## src/sv/igf_pkg.sv

```systemverilog
// igf_pkg: shared types and constants of the interval gap finder
package igf_pkg;

	localparam int unsigned QUEUE_DEPTH = 4;

	// what one queue entry asks the back part to emit
	typedef struct packed {
		logic has_gap;    // gap in front of a held interval
		logic has_tail;   // closing result of the query
		logic tail_valid; // closing result holds a gap, not an end marker
	} igf_flags_t;

endpackage

```

## src/sv/igf_front.sv

```systemverilog
// igf_front: accepts items, tracks cursor and request end, classifies results
module igf_front #(
	parameter int unsigned OFFSET_BITS = 32
) (
	input  logic                   clk,
	input  logic                   arst_n,
	input  logic                   in_valid,
	output logic                   in_ready,
	input  logic                   in_op,
	input  logic [OFFSET_BITS-1:0] in_start,
	input  logic [OFFSET_BITS-1:0] in_end,
	input  logic                   in_last,
	input  logic                   q_full,
	output logic                   q_push,
	output igf_pkg::igf_flags_t    q_flags,
	output logic [OFFSET_BITS-1:0] q_gap_start,
	output logic [OFFSET_BITS-1:0] q_gap_end,
	output logic [OFFSET_BITS-1:0] q_tail_start,
	output logic [OFFSET_BITS-1:0] q_tail_end
);

	localparam logic OP_REQUEST = 1'b0;

	logic [OFFSET_BITS:0]   cursor_q, cursor_n, start_x, after;
	logic [OFFSET_BITS-1:0] req_end_q, req_end_n;
	logic                   past_q, past_n;
	logic                   accept, gap_hit, tail_valid;

	assign in_ready = !q_full;
	assign accept   = in_valid && !q_full;

	always_comb begin
		start_x   = {1'b0, in_start};
		after     = {1'b0, in_end} + {{OFFSET_BITS{1'b0}}, 1'b1};
		cursor_n  = cursor_q;
		req_end_n = req_end_q;
		past_n    = past_q;
		gap_hit   = 1'b0;
		if (in_op == OP_REQUEST) begin
			cursor_n  = start_x;
			req_end_n = in_end;
			past_n    = 1'b0;
		end else if (!past_q) begin
			if (in_start > req_end_q) begin
				past_n = 1'b1;
			end else begin
				gap_hit = cursor_q < start_x;
				if (after > cursor_q) begin
					cursor_n = after;
				end
			end
		end
	end

	assign tail_valid   = cursor_n <= {1'b0, req_end_n};
	assign q_push       = accept && (gap_hit || in_last);
	assign q_flags      = '{has_gap: gap_hit, has_tail: in_last, tail_valid: tail_valid};
	assign q_gap_start  = cursor_q[OFFSET_BITS-1:0];
	assign q_gap_end    = in_start - {{(OFFSET_BITS-1){1'b0}}, 1'b1};
	assign q_tail_start = tail_valid ? cursor_n[OFFSET_BITS-1:0] : '0;
	assign q_tail_end   = tail_valid ? req_end_n : '0;

	always_ff @(posedge clk or negedge arst_n) begin
		if (!arst_n) begin
			cursor_q  <= '0;
			req_end_q <= '0;
			past_q    <= 1'b0;
		end else if (accept) begin
			cursor_q  <= cursor_n;
			req_end_q <= req_end_n;
			past_q    <= past_n;
		end
	end

endmodule

```

## src/sv/igf_queue.sv

```systemverilog
// igf_queue: short first-in first-out queue between front and back
module igf_queue #(
	parameter int unsigned DATA_W = 8,
	parameter int unsigned DEPTH  = 4
) (
	input  logic              clk,
	input  logic              arst_n,
	input  logic              push,
	input  logic [DATA_W-1:0] push_data,
	output logic              full,
	input  logic              pop,
	output logic              head_valid,
	output logic [DATA_W-1:0] head_data
);

	localparam int unsigned AW = (DEPTH > 1) ? $clog2(DEPTH) : 1;
	localparam int unsigned CW = $clog2(DEPTH + 1);

	logic [DATA_W-1:0] mem [DEPTH];
	logic [AW-1:0]     wr_q, rd_q;
	logic [CW-1:0]     count_q;
	logic              do_push, do_pop;

	assign full       = count_q == CW'(DEPTH);
	assign head_valid = count_q != '0;
	assign head_data  = mem[rd_q];
	assign do_push    = push && !full;
	assign do_pop     = pop && head_valid;

	always_ff @(posedge clk) begin
		if (do_push) begin
			mem[wr_q] <= push_data;
		end
	end

	always_ff @(posedge clk or negedge arst_n) begin
		if (!arst_n) begin
			wr_q    <= '0;
			rd_q    <= '0;
			count_q <= '0;
		end else begin
			if (do_push) begin
				wr_q <= (wr_q == AW'(DEPTH - 1)) ? '0 : wr_q + AW'(1);
			end
			if (do_pop) begin
				rd_q <= (rd_q == AW'(DEPTH - 1)) ? '0 : rd_q + AW'(1);
			end
			if (do_push && !do_pop) begin
				count_q <= count_q + CW'(1);
			end else if (do_pop && !do_push) begin
				count_q <= count_q - CW'(1);
			end
		end
	end

endmodule

```

## src/sv/igf_back.sv

```systemverilog
// igf_back: expands queue entries into results and holds the output register
module igf_back #(
	parameter int unsigned OFFSET_BITS = 32
) (
	input  logic                   clk,
	input  logic                   arst_n,
	input  logic                   head_valid,
	input  igf_pkg::igf_flags_t    head_flags,
	input  logic [OFFSET_BITS-1:0] head_gap_start,
	input  logic [OFFSET_BITS-1:0] head_gap_end,
	input  logic [OFFSET_BITS-1:0] head_tail_start,
	input  logic [OFFSET_BITS-1:0] head_tail_end,
	output logic                   pop,
	output logic                   out_valid,
	input  logic                   out_ready,
	output logic [OFFSET_BITS-1:0] out_start,
	output logic [OFFSET_BITS-1:0] out_end,
	output logic                   out_gap_valid,
	output logic                   out_last
);

	typedef enum logic {
		PH_FIRST,
		PH_TAIL
	} phase_t;

	phase_t phase_q;
	logic   load, take, two_part, emit_gap;

	assign load     = !out_valid || out_ready;
	assign take     = load && head_valid;
	assign two_part = head_flags.has_gap && head_flags.has_tail;
	assign emit_gap = (phase_q == PH_FIRST) && head_flags.has_gap;
	assign pop      = take && ((phase_q == PH_TAIL) || !two_part);

	always_ff @(posedge clk or negedge arst_n) begin
		if (!arst_n) begin
			phase_q       <= PH_FIRST;
			out_valid     <= 1'b0;
			out_start     <= '0;
			out_end       <= '0;
			out_gap_valid <= 1'b0;
			out_last      <= 1'b0;
		end else if (load) begin
			out_valid <= head_valid;
			if (head_valid) begin
				if (emit_gap) begin
					out_start     <= head_gap_start;
					out_end       <= head_gap_end;
					out_gap_valid <= 1'b1;
					out_last      <= 1'b0;
					phase_q       <= two_part ? PH_TAIL : PH_FIRST;
				end else begin
					out_start     <= head_tail_start;
					out_end       <= head_tail_end;
					out_gap_valid <= head_flags.tail_valid;
					out_last      <= 1'b1;
					phase_q       <= PH_FIRST;
				end
			end
		end
	end

endmodule

```

## src/sv/interval_gap_finder.sv

```systemverilog
// interval_gap_finder: top level, front classifier, result queue and back emitter
//
// channel  dir  tdata (low bit up)                 tuser        tlast
// s_*      in   range_start, range_end, zero pad   operation    last_item
// m_*      out  gap_start, gap_end, zero pad       gap_valid    last_result
//
// one input transfer per cycle unless the queue is full; each item is classified
// in the cycle it is taken; an item with a gap and the closing result yields two
// results, sent from the back part's output register one per cycle unless stalled
// the queue holds igf_pkg::QUEUE_DEPTH entries; s_tready drops only while it is full
// arst_n clears cursor, request end, past flag, queue pointers and output valid
module interval_gap_finder #(
	parameter int unsigned OFFSET_BITS = 32
) (
	input  logic                                   clk,
	input  logic                                   arst_n,
	input  logic                                   s_tvalid,
	output logic                                   s_tready,
	input  logic [((2*OFFSET_BITS+7)/8)*8-1:0]     s_tdata,  // range_start, range_end
	input  logic                                   s_tuser,  // operation
	input  logic                                   s_tlast,
	output logic                                   m_tvalid,
	input  logic                                   m_tready,
	output logic [((2*OFFSET_BITS+7)/8)*8-1:0]     m_tdata,  // gap_start, gap_end
	output logic                                   m_tuser,  // gap_valid
	output logic                                   m_tlast
);

	localparam int unsigned TDATA_W = ((2 * OFFSET_BITS + 7) / 8) * 8;
	localparam int unsigned FLAG_W  = $bits(igf_pkg::igf_flags_t);
	localparam int unsigned ENTRY_W = FLAG_W + 4 * OFFSET_BITS;

	igf_pkg::igf_flags_t    push_flags, head_flags;
	logic [OFFSET_BITS-1:0] push_gs, push_ge, push_ts, push_te;
	logic [OFFSET_BITS-1:0] head_gs, head_ge, head_ts, head_te;
	logic [OFFSET_BITS-1:0] out_start, out_end;
	logic [ENTRY_W-1:0]     push_data, head_data;
	logic                   q_push, q_full, q_pop, q_head_valid;

	igf_front #(.OFFSET_BITS(OFFSET_BITS)) u_front (
		.clk          (clk),
		.arst_n       (arst_n),
		.in_valid     (s_tvalid),
		.in_ready     (s_tready),
		.in_op        (s_tuser),
		.in_start     (s_tdata[OFFSET_BITS-1:0]),
		.in_end       (s_tdata[2*OFFSET_BITS-1:OFFSET_BITS]),
		.in_last      (s_tlast),
		.q_full       (q_full),
		.q_push       (q_push),
		.q_flags      (push_flags),
		.q_gap_start  (push_gs),
		.q_gap_end    (push_ge),
		.q_tail_start (push_ts),
		.q_tail_end   (push_te)
	);

	assign push_data = {push_flags, push_gs, push_ge, push_ts, push_te};

	igf_queue #(.DATA_W(ENTRY_W), .DEPTH(igf_pkg::QUEUE_DEPTH)) u_queue (
		.clk        (clk),
		.arst_n     (arst_n),
		.push       (q_push),
		.push_data  (push_data),
		.full       (q_full),
		.pop        (q_pop),
		.head_valid (q_head_valid),
		.head_data  (head_data)
	);

	assign {head_flags, head_gs, head_ge, head_ts, head_te} = head_data;

	igf_back #(.OFFSET_BITS(OFFSET_BITS)) u_back (
		.clk             (clk),
		.arst_n          (arst_n),
		.head_valid      (q_head_valid),
		.head_flags      (head_flags),
		.head_gap_start  (head_gs),
		.head_gap_end    (head_ge),
		.head_tail_start (head_ts),
		.head_tail_end   (head_te),
		.pop             (q_pop),
		.out_valid       (m_tvalid),
		.out_ready       (m_tready),
		.out_start       (out_start),
		.out_end         (out_end),
		.out_gap_valid   (m_tuser),
		.out_last        (m_tlast)
	);

	assign m_tdata = TDATA_W'({out_end, out_start});

endmodule

```

## config.mk

```make
export PLATFORM = sky130hd
export DESIGN_NAME = interval_gap_finder
export DESIGN_NICKNAME = d
export VERILOG_FILES = /design/src/sv/igf_pkg.sv /design/src/sv/igf_front.sv /design/src/sv/igf_queue.sv /design/src/sv/igf_back.sv /design/src/sv/interval_gap_finder.sv
export SDC_FILE = /design/constraint.sdc
export NUM_CORES = 1
export LEC_CHECK = 0
export ABC_AREA = 1
export BUFFER_PORTS_ARGS = -buffer_cell sky130_fd_sc_hd__buf_2
export CORE_ASPECT_RATIO = 1.4
export CORE_UTILIZATION = 40
export DETAILED_ROUTE_END_ITERATION = 12
export GPL_TIMING_DRIVEN = 1
export HOLD_SLACK_MARGIN = 0.06
export PLACE_DENSITY = 0.55
export SLEW_MARGIN = 0
export SYNTH_ARGS = -nofsm -noshare
export SYNTH_HDL_FRONTEND = slang
export SYNTH_SLANG_ARGS = --single-unit
```

## constraint.sdc

```tcl
create_clock -name clk -period 8.4 [get_ports clk]
set_input_delay 1.68 -clock clk [delete_from_list [all_inputs] [get_ports clk]]
set_output_delay 1.68 -clock clk [all_outputs]
set_load 0.01 [all_outputs]
```

## Word-level counts from Yosys, hierarchy flattened

Memories as Yosys holds them, arrays and structs flattened.
Cells that the tools add are included.

- Flip-flop bits (word level): 141
- Bits in writable memories: 524
- Input bits: 70
- Memories: 1

Memory list:

| memory | words | bits a word | read ports | clocked after memory_dff | write ports | line | source |
|---|---|---|---|---|---|---|---|
| u_queue.mem | 4 | 131 | 1 | 0 | 1 | igf_queue.sv:19 | `logic [DATA_W-1:0] mem [DEPTH];` |

- $add $sub $neg: 6
- Magnitude comparators: 4
- Equal/unequal tests: 3
- Muxes and demuxes: 25
- Bitwise logic cells: 1
- Reduce and logical (&&, ||, !) cells: 21

Operator list:

| operator | number |
|---|---|
| 32-bit 2-to-1 mux | 5 |
| 33-bit 2-to-1 mux | 4 |
| 32-bit by 1-bit adder with 33-bit output (second input constant) | 1 |
| 33-bit greater-than comparator | 1 |
| 33-bit by 32-bit <= comparator with 1-bit output | 1 |
| 33-bit by 32-bit < comparator with 1-bit output | 1 |
| 32-bit greater-than comparator | 1 |
| 32-bit by 1-bit subtractor with 32-bit output (second input constant) | 1 |
| 1-bit 2-to-1 mux | 12 |
| 1-bit logical AND | 10 |
| 3-bit 2-to-1 mux | 2 |
| 1-bit logical NOT | 5 |
| 2-bit by 1-bit adder with 2-bit output (second input constant) | 2 |
| 2-bit equality test (second input constant) | 2 |
| 2-bit 2-to-1 mux | 2 |
| 3-bit by 1-bit adder with 3-bit output (second input constant) | 1 |
| 3-bit equality test (second input constant) | 1 |
| 1-bit logical OR | 3 |
| 3-bit nonzero test | 1 |
| 3-bit by 1-bit subtractor with 3-bit output (second input constant) | 1 |
| 2-bit AND reduction | 1 |
| 2-bit nonzero test | 1 |
| 1-bit NOT | 1 |

## Depth between registers and ports, before layout

- Depth after elaboration: 11
- Gate-level depth with buffers: 45
- Mapped depth without buffers: 42

## By module

From an unflattened synthesis, not the netlist that was laid out.

- Cells, all modules: 3520
- Area, all modules: 34147.8 sq um

By module, submodules not included:

| module | times used | cells an instance | area an instance (sq um) |
|---|---|---|---|
| igf_queue | 1 | 1589 | 21660.8 |
| igf_front | 1 | 1428 | 9014.9 |
| igf_back | 1 | 503 | 3472.1 |

## Worst setup path before layout

OpenSTA, ideal clock, no wires.

- Path type: input-to-reg
- Start: input port s_tdata[31]
- End: memory u_queue.mem[0][0] in the netlist's numbering (enable)
- Arrival: 8.489 ns
- Data required time: 7.777 ns
- Slack: -0.712 ns
- Stages on the path: 10
- Path buffers: 0
- Cell sequence: ha_1 > nand2_1 > nor3_1 > and3_1 > nand3b_1 > nand2_2 > nand4_1 > nand2_1 > nand2_1 > nor2_1

- Word-level cells in the longest chain between the ends: 9

RTL lines:

| element | line | source |
|---|---|---|
| from (decl) | interval_gap_finder.sv:19 | `input logic [((2*OFFSET_BITS+7)/8)*8-1:0] s_tdata,` |
| 33-bit by 32-bit < comparator with 1-bit output or 32-bit greater-than comparator (tied branches) | igf_front.sv:47, igf_front.sv:44 |  |
| 1-bit 2-to-1 mux * | igf_front.sv:44 | `if (in_start > req_end_q) begin` |
| 1-bit 2-to-1 mux * | igf_front.sv:43 | `end else if (!past_q) begin` |
| 1-bit 2-to-1 mux * | igf_front.sv:39 | `if (in_op == OP_REQUEST) begin` |
| 1-bit logical OR * | igf_front.sv:56 | `assign q_push = accept && (gap_hit \|\| in_last);` |
| 1-bit logical AND * | igf_front.sv:56 |  |
| 1-bit logical AND * | igf_queue.sv:27 | `assign do_push = push && !full;` |
| 1-bit 2-to-1 mux * | igf_queue.sv:31 | `if (do_push) begin` |
| 1-bit 2-to-1 mux (implied by the code) * | igf_queue.sv:32 | `mem[wr_q] <= push_data;` |
| to (decl) | igf_queue.sv:19 |  |

Every way passes the cells marked *; elsewhere a longest branch is shown, timed or not.

## Final worst setup path

- Start: input port s_tdata[32]
- End: memory u_queue.mem[2][61] in the netlist's numbering, data pin

- Word-level cells in the longest chain between the ends: 8

RTL lines:

| element | line | source |
|---|---|---|
| 32-bit by 1-bit adder with 33-bit output * | igf_front.sv:34 | `after = {1'b0, in_end} + {{OFFSET_BITS{1'b0}}, 1'b1};` |
| 33-bit greater-than comparator | igf_front.sv:48 | `if (after > cursor_q) begin` |
| 33-bit 2-to-1 mux * | igf_front.sv:48 |  |
| 33-bit 2-to-1 mux * | igf_front.sv:44 |  |
| 33-bit 2-to-1 mux * | igf_front.sv:43 |  |
| 33-bit 2-to-1 mux * | igf_front.sv:39 |  |
| named net u_front.cursor_n[24] | igf_front.sv:24 | `logic [OFFSET_BITS:0] cursor_q, cursor_n, start_x, after;` |
| 33-bit by 32-bit <= comparator with 1-bit output * | igf_front.sv:55 | `assign tail_valid = cursor_n <= {1'b0, req_end_n};` |
| 32-bit 2-to-1 mux * | igf_front.sv:60 | `assign q_tail_start = tail_valid ? cursor_n[OFFSET_BITS-1:0] : '0;` |
| named net push_ts[29] | interval_gap_finder.sv:34 | `logic [OFFSET_BITS-1:0] push_gs, push_ge, push_ts, push_te;` |

Mark *: on every way through the listed nets, which the timed path passes. The rest lies on a longest branch.

==> flow_summary_export.csv <==
group,metric,value,unit
final_layout,antennaDiodeCount,0,
global_routing,grt_start_max_net_pins,132,
final_layout,multiInputGateArea,11000,um2
run_status,status,"finished clean",
place,gp_congestion,0.940,
final_layout,area_growth,12.6,%
place,portBuffers,137,
timing,max_freq,134,MHz
clock_network,clkLatencyLatePin,0.64,ns
timing,setup_viol,0,
yosys,synth.most_common_cell,"nand2_1",
yosys,synthCells,3125,
global_routing,grt_pass1_vias,23500,
clock_network,cts_root_buffer,"clkbuf_16",
floorplanning,die_x,240,um
yosys,netlist_top_cells_area,"edfxtp_1, dfrtp_1, nand2_1, ha_1, o21ai_0",
floorplanning,die-height,335,um
floorplanning,rows,121,
setup_path,path_class,"primary input to flip-flop",
yosys,yosysTopAreaCellShare,49.5,%
yosys,synth_xor_area_share,1.46,%
hold_path,hp-class,"flip-flop to flip-flop",
final_layout,num-fill-cells,7329,
final_layout,drive_gt1_share,11.0,%
yosys,synth_nets,3332,
yosys,ys_types,43,
clock_network,cts_made_buffers,69,
route,num_vias,23600,
route,top_layer,"met5",
yosys,async_reset_ff_share,21.2,%
yosys,ys_ff_latch,665,
yosys,yosys.area.top_type,"edfxtp_1",
global_routing,grt_usage,25.2,%
setup_path,r2r_slack,2.55,ns
route,ant_nets,0,
route,routed-wl-met2,48500,um
pwr,vdd_drop_max,0.000219,V
setup_path,worstSetupEndpointType,"flip-flop",
place,dp.cells,4185,
floorplanning,start_util,40.7,%
yosys,synth_compound_area_share,11.1,%
timing,holdWs,0.475,ns
setup_path,crit_arrival,7.84,ns
route,vias_per_cell,5.48,
clock_network,cts_tree,"done",
floorplanning,core_region_area,78100,um2
final_layout,fin_cells,4312,
clock_network,cts-htree-levels,3,
clock_network,cts.clk_slew.worst_paths,0.06,ns
yosys,yosys-top-cells-count,"nand2_1, edfxtp_1, o21ai_0",
pwr,power_leakage,14.4,nW
yosys,yosys.area_share.simple,16.4,%
yosys,synthMuxAreaShare,0,%
timing,slew_headroom,10.3,%
yosys,syn_area,31800,um2
yosys,synth-edff-count,524,
yosys,ys_seq_area_share,60.6,%
timing,drv_slew,0,
hold_path,worstHoldStart,"u_back.out_end[9]$_DFFE_PN0P_",
route,wl_per_cell,23.3,um
timing,hold_viol,0,
timing,rsz0062_at_grt,"no",
setup_path,cpMaxStageDelayCell,"nor4_1",
clock_network,cts_sinks,665,
clock_network,clk_path_buf_depth,3,
clock_network,hold_buffers,0,
pwr,p_per_area,370,nW/um2
yosys,ys.flop_type,"edfxtp_1",
global_routing,gr-total-overflow,0,
route,drt_drc_violations_left,0,
yosys,synth_top_family_by_area,"simple AND/OR/NAND/NOR gates",
route,firstDrtPassIters,5,
flow_run,maxCapViolations,0,
route,drtIter0Drc,1897,
clock_network,cts-resized-gates,0,
final_layout,final_nets,3418,
route,wl,100000,um
timing,fin_crit,7.49,ns
setup_path,reg2reg_depth,22,
setup_path,crit_start,"s_tdata[32]",
global_routing,antenna_found_initial,2,
setup_path,r2r_end,"u_queue.mem[2][61]$_DFFE_PP_",
hold_path,worst_hold_path.endpoint,"u_back.out_end[9]$_DFFE_PN0P_",
place,hpwl,66800,um
setup_path,crit_top_cell,"nand3_1",
setup_path,critPathMaxStageDelay,0.70,ns
timing,skew,0.0303,ns
route,route.met3.wl,4590,um
final_layout,ff_latch_area,19300,um2
route,drt-met1-wl,41800,um
global_routing,grt_pass1_wl,149000,um
floorplanning,io-pin-count,138,
yosys,yosys_warnings,0,
timing,worst_pin_slew,1.33,ns
setup_path,timing.rr.start,"u_front.req_end_q[31]$_DFFE_PN0P_",
setup_path,cp_max_fo,33,
floorplanning,design.die.area,80600,um2
clock_network,post-cts-setup-buffers,0,
hold_path,min_path_cells,2,
setup_path,crit_required,8.75,ns
yosys,synthAdderAreaFrac,5.42,%
setup_path,critPathLaunchType,"primary input",
timing,post-route-period-util,89.2,%
yosys,syn_avg_cell_area,10.2,um2
## how the worst max path moves through the flow
| stage | endpoint | slack [ns] | cells past startpoint |
|---|---|---|---|
| after global routing | u_queue.mem[2][48]$_DFFE_PP_ | 0.50 | 40 |
| after global placement | u_queue.mem[2][48]$_DFFE_PP_ | 0.38 | 40 |
| after floorplan | u_queue.mem[0][0]$_DFFE_PP_ | -0.71 | 10 |
| final | u_queue.mem[2][61]$_DFFE_PP_ | 0.91 | 33 |
| after detailed placement | u_queue.mem[1][48]$_DFFE_PP_ | 0.41 | 35 |
| after CTS | u_queue.mem[1][48]$_DFFE_PP_ | 1.06 | 35 |
## final cells by class
type | instances | share of cell area [%]
clock buffers | 87 | 5.16
clock inverters | 40 | 1.11
inverters | 239 | 2.53
multi-input cells | 2059 | 30.6
flip-flops and latches | 665 | 53.9
well taps | 1045 | 3.66
repair buffers | 177 | 3.02
## layer usage
layer,vias to the layer above,GRT usage (%)
li1,11000,-
met1,11700,31.9
met2,703,42.1
met3,194,2.98
met4,4,13.1
met5,-,0
## critical path: cells and delay by family
kind          cells  cell delay, ns
fa+ha+maj         3            0.81
buf+inv           6            0.73
simple gates     23            4.28
xor+xnor          1            0.29
## registers in the layout, summed over array words and instances, names as in the netlist, 2 cells and up
register	cells
u_queue.mem	524
u_front.cursor_q	33
u_back.out_end	32
u_back.out_start	32
u_front.req_end_q	32
u_queue.count_q	3
u_queue.rd_q	2
u_queue.wr_q	2
## report_power, final
group / switching (W) / internal, W / total [W]
clock network: 0.00132 / 0.00176 / 0.00308
logic: 0.00351 / 0.00146 / 0.00497
registers: 0.000567 / 0.00462 / 0.00519
total: 0.00540 / 0.00784 / 0.0132
## stage by stage
step | total power, W | setup TNS (ns) | utilization, % | instance area (um2) | worst slack, ns
after floorplan | 0.00836 | -373.14 | - | 31800 | -0.712
after global placement | 0.0101 | 0 | 42.9 | 33500 | 0.380
after detailed placement | 0.0102 | 0 | 42.9 | 33500 | 0.414
after CTS | 0.0133 | 0 | 45.8 | 35800 | 1.06
after global routing | 0.0140 | 0 | 45.8 | 35800 | 0.505
final | 0.0132 | 0 | 45.8 | 35800 | 0.911
## layout by cell type, fill, tap and decap left out, types with 33 or more instances in the layout
master     count
a32o_1        65
dfrtp_1      139
nor2_2        43
nor2_1       254
o21ai_0      276
ha_1         136
nand3_1       83
o22ai_1       67
nand4_1       56
a21oi_1      184
clkbuf_16     70
xor2_1        48
buf_2        136
inv_1        225
buf_4         33
nand2_1      771
edfxtp_1     524
## logic make-up (layout without fill, tap and decap cells)
kind of cell,Yosys count,count (layout)
AO/OA/AOI/OAI,614,614
XOR/XNOR,53,53
adder cells (fa/ha/maj),137,137
buffers and inverters,401,543
flip-flops,665,665
AND/OR/NAND/NOR,1255,1255
Power figures use the tool's default switching activity.
